### config.mk
export PLATFORM = sky130hd
export DESIGN_NAME = sign_split_dual_fifo
export DESIGN_NICKNAME = d
export VERILOG_FILES = /design/src/rtl/core/ssdf_pkg.sv /design/src/rtl/core/ssdf_ram.sv /design/src/rtl/core/sign_split_dual_fifo.sv
export SDC_FILE = /design/constraint.sdc
export NUM_CORES = 2
export LEC_CHECK = 0
export BUFFER_PORTS_ARGS = -buffer_cell sky130_fd_sc_hd__buf_2
export CORE_AREA = 3 3 546 548
export CTS_CLUSTER_SIZE = 40
export DETAILED_ROUTE_END_ITERATION = 10
export DIE_AREA = 0 0 549 551
export PLACE_DENSITY = 0.66
export SLEW_MARGIN = 0
export SYNTH_ARGS = -nofsm -noshare
export SYNTH_HDL_FRONTEND = slang
export SYNTH_HIERARCHICAL = 1
export SYNTH_SLANG_ARGS = --single-unit
### constraint.sdc
create_clock -name clk -period 11.8 [get_ports clk]
set_input_delay 1.77 -clock clk [delete_from_list [all_inputs] [get_ports clk]]
set_output_delay 1.77 -clock clk [all_outputs]
set_load 0.02 [all_outputs]
### src/rtl/core/ssdf_pkg.sv
// Package for the sign-split dual FIFO: field widths, opcode and status codes, defaults.
package ssdf_pkg;

    localparam int QUEUE_DEPTH_DEF = 64;
    localparam int DATA_WIDTH_DEF  = 32;

    localparam int VALUE_W  = 32;
    localparam int OPCODE_W = 2;
    localparam int STATUS_W = 2;

    // s_tuser: opcode; m_tuser: status, nonneg_empty, neg_empty
    localparam int S_TUSER_W = OPCODE_W;
    localparam int M_TUSER_W = STATUS_W + 2;

    typedef logic [OPCODE_W-1:0] opcode_t;
    typedef logic [STATUS_W-1:0] status_t;

    localparam opcode_t OP_PUSH       = 2'd0;
    localparam opcode_t OP_POP_NONNEG = 2'd1;
    localparam opcode_t OP_POP_NEG    = 2'd2;

    localparam status_t ST_OK    = 2'd0;
    localparam status_t ST_FULL  = 2'd1;
    localparam status_t ST_EMPTY = 2'd2;

endpackage

### src/rtl/core/ssdf_ram.sv
// Generic simple dual-port RAM: one write port, one read port with registered read data.
module ssdf_ram #(
    parameter int WIDTH = 32,
    parameter int DEPTH = 64
) (
    input  logic                     clk,
    input  logic                     we,
    input  logic [$clog2(DEPTH)-1:0] waddr,
    input  logic [WIDTH-1:0]         wdata,
    input  logic                     re,
    input  logic [$clog2(DEPTH)-1:0] raddr,
    output logic [WIDTH-1:0]         rdata
);

    logic [WIDTH-1:0] mem [DEPTH];

    always_ff @(posedge clk)
    begin
        if (we)
        begin
            mem[waddr] <= wdata;
        end
        // read data holds until the next read
        if (re)
        begin
            rdata <= mem[raddr];
        end
    end

endmodule

### src/rtl/core/sign_split_dual_fifo.sv
// Top level of the sign-split dual FIFO: two circular queues held in RAM, split by sign.
//
// A push beat (opcode push) steers its value to the non-negative queue (zero
// included) or to the negative queue, chosen by bit 31 of the value; a push
// into a full queue is dropped and reported with status "full". A pop beat
// names one queue and returns its oldest entry, or status "empty" and data 0.
// Opcode 3 does nothing and returns status ok, data 0. Every input beat makes
// exactly one output beat, which also carries both empty flags as they stand
// after that beat. Each queue lives in its own RAM with a registered read; head,
// tail and count sit in flops, so full/empty are known the cycle a beat arrives.
// Unless the output stalls, the block takes one beat per clock: an accepted beat
// shows up on the output in the next cycle, and a new beat is taken in the same
// cycle the pending result is taken. Popped data comes straight off the RAM read
// register, which only reloads on the next accepted pop, so a stalled result
// holds. A push and a pop never touch the same entry in one cycle, since one
// beat does one operation and a pop only reads entries written earlier.
// Entries keep the low DATA_WIDTH bits of the value and are sign-extended (or
// truncated) back to 32 bits on the way out. No clearing pass after reset.
module sign_split_dual_fifo
    import ssdf_pkg::*;
#(
    parameter int QUEUE_DEPTH = QUEUE_DEPTH_DEF,
    parameter int DATA_WIDTH  = DATA_WIDTH_DEF
) (
    input  logic                 clk,
    input  logic                 rst_n,
    input  logic                 s_tvalid,
    output logic                 s_tready,
    input  logic [VALUE_W-1:0]   s_tdata,   // [31:0] value
    input  logic [S_TUSER_W-1:0] s_tuser,   // [1:0] opcode
    output logic                 m_tvalid,
    input  logic                 m_tready,
    output logic [VALUE_W-1:0]   m_tdata,   // [31:0] data
    output logic [M_TUSER_W-1:0] m_tuser    // [1:0] status, [2] nonneg_empty, [3] neg_empty
);

    localparam int PTR_W = $clog2(QUEUE_DEPTH);
    localparam int CNT_W = $clog2(QUEUE_DEPTH + 1);
    localparam logic [PTR_W-1:0] PTR_LAST = PTR_W'(QUEUE_DEPTH - 1);
    localparam logic [CNT_W-1:0] CNT_FULL = CNT_W'(QUEUE_DEPTH);

    // queue pointers and occupancy
    logic [PTR_W-1:0] nn_head_reg, nn_head_next, nn_tail_reg, nn_tail_next;
    logic [PTR_W-1:0] ng_head_reg, ng_head_next, ng_tail_reg, ng_tail_next;
    logic [CNT_W-1:0] nn_count_reg, nn_count_next, ng_count_reg, ng_count_next;

    // output beat
    logic    out_valid_reg, out_valid_next;
    status_t status_reg, status_next;
    logic    pop_ok_reg, pop_ok_next;
    logic    sel_neg_reg, sel_neg_next;
    logic    nn_empty_reg, ng_empty_reg;

    logic             accept;
    opcode_t          opcode;
    logic             nn_full, ng_full;
    logic             nn_we, ng_we, nn_re, ng_re;
    logic [DATA_WIDTH-1:0] wr_data, nn_rdata, ng_rdata, rd_word;
    logic [VALUE_W-1:0]    pop_data;

    assign opcode   = s_tuser;
    assign s_tready = !out_valid_reg || m_tready;
    assign accept   = s_tvalid && s_tready;
    assign nn_full  = (nn_count_reg == CNT_FULL);
    assign ng_full  = (ng_count_reg == CNT_FULL);
    assign wr_data  = DATA_WIDTH'(s_tdata);

    always_comb
    begin
        nn_head_next  = nn_head_reg;
        nn_tail_next  = nn_tail_reg;
        nn_count_next = nn_count_reg;
        ng_head_next  = ng_head_reg;
        ng_tail_next  = ng_tail_reg;
        ng_count_next = ng_count_reg;
        status_next   = ST_OK;
        pop_ok_next   = 1'b0;
        sel_neg_next  = 1'b0;
        nn_we = 1'b0;
        ng_we = 1'b0;
        nn_re = 1'b0;
        ng_re = 1'b0;
        if (accept)
        begin
            case (opcode)
                OP_PUSH:
                begin
                    if (s_tdata[VALUE_W-1])
                    begin
                        if (ng_full)
                        begin
                            status_next = ST_FULL;
                        end
                        else
                        begin
                            ng_we         = 1'b1;
                            ng_tail_next  = (ng_tail_reg == PTR_LAST) ? '0 : ng_tail_reg + 1'b1;
                            ng_count_next = ng_count_reg + 1'b1;
                        end
                    end
                    else
                    begin
                        if (nn_full)
                        begin
                            status_next = ST_FULL;
                        end
                        else
                        begin
                            nn_we         = 1'b1;
                            nn_tail_next  = (nn_tail_reg == PTR_LAST) ? '0 : nn_tail_reg + 1'b1;
                            nn_count_next = nn_count_reg + 1'b1;
                        end
                    end
                end
                OP_POP_NONNEG:
                begin
                    if (nn_count_reg == '0)
                    begin
                        status_next = ST_EMPTY;
                    end
                    else
                    begin
                        nn_re         = 1'b1;
                        pop_ok_next   = 1'b1;
                        nn_head_next  = (nn_head_reg == PTR_LAST) ? '0 : nn_head_reg + 1'b1;
                        nn_count_next = nn_count_reg - 1'b1;
                    end
                end
                OP_POP_NEG:
                begin
                    sel_neg_next = 1'b1;
                    if (ng_count_reg == '0)
                    begin
                        status_next = ST_EMPTY;
                    end
                    else
                    begin
                        ng_re         = 1'b1;
                        pop_ok_next   = 1'b1;
                        ng_head_next  = (ng_head_reg == PTR_LAST) ? '0 : ng_head_reg + 1'b1;
                        ng_count_next = ng_count_reg - 1'b1;
                    end
                end
                default:
                begin
                    // no-op opcode
                end
            endcase
        end
    end

    assign out_valid_next = accept ? 1'b1 : (m_tready ? 1'b0 : out_valid_reg);

    always_ff @(posedge clk or negedge rst_n)
    begin
        if (!rst_n)
        begin
            nn_head_reg   <= '0;
            nn_tail_reg   <= '0;
            nn_count_reg  <= '0;
            ng_head_reg   <= '0;
            ng_tail_reg   <= '0;
            ng_count_reg  <= '0;
            out_valid_reg <= 1'b0;
            status_reg    <= ST_OK;
            pop_ok_reg    <= 1'b0;
            sel_neg_reg   <= 1'b0;
            nn_empty_reg  <= 1'b1;
            ng_empty_reg  <= 1'b1;
        end
        else
        begin
            nn_head_reg   <= nn_head_next;
            nn_tail_reg   <= nn_tail_next;
            nn_count_reg  <= nn_count_next;
            ng_head_reg   <= ng_head_next;
            ng_tail_reg   <= ng_tail_next;
            ng_count_reg  <= ng_count_next;
            out_valid_reg <= out_valid_next;
            if (accept)
            begin
                status_reg   <= status_next;
                pop_ok_reg   <= pop_ok_next;
                sel_neg_reg  <= sel_neg_next;
                nn_empty_reg <= (nn_count_next == '0);
                ng_empty_reg <= (ng_count_next == '0);
            end
        end
    end

    ssdf_ram #(
        .WIDTH (DATA_WIDTH),
        .DEPTH (QUEUE_DEPTH)
    ) u_nonneg_ram (
        .clk   (clk),
        .we    (nn_we),
        .waddr (nn_tail_reg),
        .wdata (wr_data),
        .re    (nn_re),
        .raddr (nn_head_reg),
        .rdata (nn_rdata)
    );

    ssdf_ram #(
        .WIDTH (DATA_WIDTH),
        .DEPTH (QUEUE_DEPTH)
    ) u_neg_ram (
        .clk   (clk),
        .we    (ng_we),
        .waddr (ng_tail_reg),
        .wdata (wr_data),
        .re    (ng_re),
        .raddr (ng_head_reg),
        .rdata (ng_rdata)
    );

    assign rd_word = sel_neg_reg ? ng_rdata : nn_rdata;

    // back to the 32-bit field: sign-extend narrow entries, drop upper zeros of wide ones
    generate
        if (DATA_WIDTH >= VALUE_W)
        begin : g_wide
            assign pop_data = rd_word[VALUE_W-1:0];
        end
        else
        begin : g_narrow
            assign pop_data = VALUE_W'($signed(rd_word));
        end
    endgenerate

    assign m_tvalid = out_valid_reg;
    assign m_tdata  = pop_ok_reg ? pop_data : '0;
    assign m_tuser  = {ng_empty_reg, nn_empty_reg, status_reg};

`ifndef NO_ASSERTIONS
    a_count_bound: assert property (@(posedge clk) disable iff (!rst_n)
        (nn_count_reg <= CNT_FULL) && (ng_count_reg <= CNT_FULL))
        else $error("queue count above depth");

    a_pop_ok_status: assert property (@(posedge clk) disable iff (!rst_n)
        pop_ok_reg |-> (status_reg == ST_OK))
        else $error("returned data with non-ok status");

    a_empty_flags: assert property (@(posedge clk) disable iff (!rst_n)
        out_valid_reg |-> ((nn_empty_reg == (nn_count_reg == '0))
                        && (ng_empty_reg == (ng_count_reg == '0))))
        else $error("empty flags disagree with counts");

    a_full_no_change: assert property (@(posedge clk) disable iff (!rst_n)
        (accept && (status_next == ST_FULL)) |=>
            ($stable(nn_count_reg) && $stable(ng_count_reg)
             && $stable(nn_tail_reg) && $stable(ng_tail_reg)))
        else $error("dropped push changed queue state");
`endif

endmodule

# ---- Word-level counts from Yosys, hierarchy flattened
# Memories as Yosys holds them, arrays and structs flattened. A register that Yosys moved wholly into a read port is not among the register bits.
# Cells that the tools add are included.
dict set report totals {
  reg_bits 45
  mem_bits_rw 4096
  input_bits 38
  elab_cells 92
  n_memories 2
}
dict set report classes {
  n_addsub 8
  eq_ne 8
  n_mux 44
  bitwise_logic 5
  reduce_logical 13
}
# memory depth width rd rd_ports_with_merged_regs wr line_no
set mem_list {}
lappend mem_list {u_neg_ram.mem 64 32 1 1 1 ssdf_ram.sv:15} ;# logic [WIDTH-1:0] mem [DEPTH];
lappend mem_list {u_nonneg_ram.mem 64 32 1 1 1 ssdf_ram.sv:15}
# op count
set ops {}
lappend ops {{$mux W32} 2}
lappend ops {{$mux W7} 8}
lappend ops {{$logic_not A7 Y1} 4}
lappend ops {{$pmux W7 S2} 2}
lappend ops {{$add A6 B1 Y6 const B} 4}
lappend ops {{$eq A6 B6 Y1 const B} 4}
lappend ops {{$mux W6} 4}
lappend ops {{$mux W1} 23}
lappend ops {{$add A7 B1 Y7 const B} 2}
lappend ops {{$eq A7 B7 Y1 const B} 2}
lappend ops {{$sub A7 B1 Y7 const B} 2}
lappend ops {{$reduce_and A4 Y1} 2}
lappend ops {{$mux W2} 3}
lappend ops {{$pmux W2 S3} 1}
lappend ops {{$reduce_and A3 Y1} 2}
lappend ops {{$not A1 Y1} 5}
lappend ops {{$eq A2 B1 Y1 const B} 1}
lappend ops {{$eq A2 B2 Y1 const B} 1}
lappend ops {{$logic_not A2 Y1} 1}
lappend ops {{$pmux W1 S2} 1}
lappend ops {{$reduce_bool A2 Y1} 1}
lappend ops {{$logic_and A1 B1 Y1} 1}
lappend ops {{$logic_not A1 Y1} 1}
lappend ops {{$logic_or A1 B1 Y1} 1}

# ---- Depth between registers and ports, before layout
dict set report logic_depth {
  word_depth 7
  ltp_mapped 10
  depth_no_buf 9
}

# ---- By module
# Netlist, hierarchy kept.
# module n_inst cells_each area_each_um2
set by_module_without_submodules {}
lappend by_module_without_submodules {ssdf_ram 2 3324 78835.6}
lappend by_module_without_submodules {sign_split_dual_fifo 1 384 3389.5}

# ---- Worst setup path before layout
# No wires, ideal clock.
dict set report synth_timing {
  kind {in2reg}
  from {in m_tready}
  to {mem u_nonneg_ram.mem[48][0], enable pin}
  setup_ns 0.461
  arrival_time_ns 5.369
  required_ns 11.339
  slack_ns 5.970
  stages 8
  cell_sequence {nor2b_1 -> inv_1 -> nand2_1 -> or3_1 -> inv_1 -> nor2b_1 -> nand4b_1 -> nor3_1}
}
dict set report synth_between {
  elab_chain_len 5
}
# item line_no
set synth_rtl {}
lappend synth_rtl {{from (decl)} sign_split_dual_fifo.sv:32} ;# input logic m_tready,
lappend synth_rtl {{$logic_or A1 B1 Y1} sign_split_dual_fifo.sv:62} ;# assign s_tready = !out_valid_reg || m_tready;
lappend synth_rtl {{via s_tready} sign_split_dual_fifo.sv:28} ;# output logic s_tready,
lappend synth_rtl {{$logic_and A1 B1 Y1} sign_split_dual_fifo.sv:63} ;# assign accept = s_tvalid && s_tready;
lappend synth_rtl {{$mux W1} sign_split_dual_fifo.sv:83} ;# if (accept)
lappend synth_rtl {{via nn_we} sign_split_dual_fifo.sv:57} ;# logic nn_we, ng_we, nn_re, ng_re;
lappend synth_rtl {{$mux W1} ssdf_ram.sv:19} ;# if (we)
lappend synth_rtl {{$mux W1 (implied by the code)} ssdf_ram.sv:21} ;# mem[waddr] <= wdata;
lappend synth_rtl {{to (decl)} ssdf_ram.sv:15}
# The timed path passes the listed nets, and every way through them passes these cells.

# ---- Worst setup path after layout
dict set report layout_timing {
  from {in m_tready}
  to {mem u_nonneg_ram.mem[26][12], enable pin}
}
dict set report layout_between {
  elab_chain_len 5
}
# item line_no
set layout_rtl {}
lappend layout_rtl {{$logic_or A1 B1 Y1} sign_split_dual_fifo.sv:62}
lappend layout_rtl {{$logic_and A1 B1 Y1} sign_split_dual_fifo.sv:63}
lappend layout_rtl {{$mux W1} sign_split_dual_fifo.sv:83}
lappend layout_rtl {{via nn_we} sign_split_dual_fifo.sv:57}
lappend layout_rtl {{$mux W1} ssdf_ram.sv:19}
lappend layout_rtl {{$mux W1 (implied by the code)} ssdf_ram.sv:21}
# The timed path passes the listed nets, and every way through them passes these cells.

==> out/qor.txt <==
Status: complete, but fails checks
Violated checks: antenna violations
PostCTS Resize Cnt: 0
Worst-path clk slew: 0.06 ns
CTS tree: done
Syn nets: 7,082
Post-DP Area: 0.1666 mm^2
Max cap viols: 0
Root Driver: clkbuf_16
Type of the most critical hold path: reg2reg
GP Congestion: 0.9013
Die height: 551 um
P&R area growth vs syn: 11.89%
Finish-stage setup viols: 0
Share of cells above drive strength 1: 0.2702
Type of the worst setup path: in2reg
Final Max Tran Viols: 0
Routed Wire Length: 409.4 mm
Leakage: 55.38 nW
Port Buf Inserts: 75
Total CTS buffers: 414
Netlist cell types: 68
Design area: 0.1802 mm^2
Antenna Violating Nets Remaining: 1
DRT Pass-1 Iters: 6
Vias in the first global route: 75,050
Critical path peak fanout: 32
GRT overflow: 0
Die ar.: 0.3025 mm^2
I/O pins: 76
Cells after Synth: 7,032
CP Data Required Time: 12.35 ns
HPWL after DPL: 237.3 mm
Final worst-path cycle share: 0.4613
Max Buffers Root-to-Sink: 4
Top Registers: u_neg_ram/mem (2048), u_nonneg_ram/mem (2048)
Slew margin rel.: 0.1439
Critical Path AT: 5.99 ns
Yosys top cell by area: edfxtp_1
Fillers: 19,740
Routed vias/inst: 6.611
Synth Cell Area: 0.1611 mm^2
Synth top area share: 0.7756
R2R setup slack: 6.50 ns
Initial DRC Count: 9,931
Power Total: 40.28 mW
Post-CTS Repair Setup Buffers: 0
Cell Rows: 199
Largest net degree at the start of global routing: 128
First-pass GRT wire length: 576.0 mm
Synthesized flop and latch total: 4,205
RSZ-0062 raised after global routing: no
Total Routing Usage GR: 0.2710
Most area-consuming cells after synthesis: edfxtp_1 78%, mux4_2 15%, mux2i_1 1.4%, nor2_1 0.68%, dfrtp_1 0.67%
Asr flop ratio synth: 0.01070
Number of flops mapped to enable cells by yosys: 4,160
DR vias: 76,470
# H-tree levels: 5
IR drop worst, VDD: 0.2614 mV
Yosys Warn Count: 6
Worst-margin pin slew: 1.281 ns
Worst Skew: 0.05040 ns
Initial antenna violation count: 24
Crit path time final: 5.443 ns
Hold Violations, Final: 0
Register area share after synthesis: 0.7826
Sink Count: 4,205
Ys flop type: edfxtp_1
Max frequency: 183.7 MHz
DRC: 0
Core Area: 0.2936 mm^2
PD cells: 223.5 mW/mm^2
Mean Syn Cell Area: 22.90 um^2
Width of the die: 549 um
Per-cell routed wire length: 35.39 um
Initial Util: 0.5487
Crit. End Element: register
Skew-Pair Late Insertion Delay: 0.97 ns
Setup tns final: 0 ns
Hold_buf cts: 0
Final nets: 7,315
Startpoint types: input pin
Hold WS: 0.4739 ns
## worst max-delay path, stage by stage
cell and delay (ns):
buf_2 0.08, nor2b_1 0.08, inv_1 0.15, nand2_1 0.47, or3_1 0.74, inv_1 0.37
nor2b_1 0.29, nand2_1 0.73, nor2_4 1.20
## layout make-up
type                       instances  area (um^2)  share of cell area
timing repair buffer             203         1567            0.008693
antenna                           27        67.56           0.0003749
multi-input combinational       2424        34030              0.1889
inverter                          17        63.81           0.0003541
clock inverter                   279         2656             0.01474
sequential                      4205       126100              0.6996
tap                             3919         4903             0.02721
clock buffer                     493        10840             0.06013
## per-stage QoR
step	worst slack (ns)	utilization	std cells
finish	6.357	0.6139	11570
global route	6.232	0.6137	11540
CTS	6.469	0.6136	11540
detailed placement	5.506	0.5677	10770
global placement	5.550	0.5677	10770
floorplan	5.970	-	7032
## synthesized netlist by cell type, types with 14 or more instances
library cell	count
a21oi_1	141
edfxtp_1	4160
o221ai_1	56
nand3_1	16
nor2_1	293
nor3_1	23
nand2_1	84
a22oi_1	25
or3_1	14
nor2b_1	65
a311oi_1	20
clkbuf_1	161
nand4_1	15
buf_4	52
buf_2	117
o21ai_0	20
mux2i_1	220
o22ai_1	172
mux4_2	1088
dfrtp_1	43
inv_1	15
nand2b_1	18
buf_1	45
## report_power, final
part / leakage (nW) / switching, mW / internal (mW)
clock network: 6.57 / 5.51 / 7.56
logic: 10.9 / 5.89 / 4.34
registers: 37.9 / 0.402 / 16.6
## final timing paths
kind	from	end	cells past startpoint
worst max register to register	nn_head_reg[2]	u_nonneg_ram/rdata[0]	8
min in group asynchronous	rst_n	nn_count_reg[6]	2
max in group asynchronous	rst_n	nn_head_reg[2]	2
worst min register to register	ng_empty_reg	ng_empty_reg	2
worst min-delay path	ng_empty_reg	ng_empty_reg	2
worst max-delay path	m_tready	u_nonneg_ram/mem[26][12]	9
## cells in the final DEF (no fill, tap or decap), drive strengths merged, types with 28 or more instances in the layout
cell    netlist  routed
nand2        84      84
mux4       1088    1088
buf         225     203
bufinv        0      46
nor2        293     293
inv          15      28
o221ai       56      56
mux2i       220     220
clkbuf      161     493
nor2b        65      65
a21oi       141     141
dfrtp        43      43
edfxtp     4160    4160
clkinv        2     199
o22ai       172     172
## cell families (layout without fill, tap and decap cells)
kind of cell / Yosys count / count (layout) / share of synthesized area
AO/OA/AOI/OAI: 492 / 492 / 0.02011
XOR/XNOR: 10 / 10 / 0.0005438
adder cells (fa/ha/maj): 12 / 12 / 0.0009322
buffers and inverters: 403 / 992 / 0.01203
flip-flops: 4205 / 4205 / 0.7826
multiplexers: 1315 / 1315 / 0.1663
other: 0 / 27 / 0
AND/OR/NAND/NOR: 595 / 595 / 0.01747
## layer usage
layer | up-vias | wire (um) | track usage
met2 | 3866 | 194200 | 0.4169
li1 | 30570 | - | -
met5 | - | 122 | 0.002502
met3 | 623 | 40230 | 0.05944
met1 | 41410 | 160000 | 0.3930
met4 | 4 | 14930 | 0.08946
(Power assumes the default switching activity.)
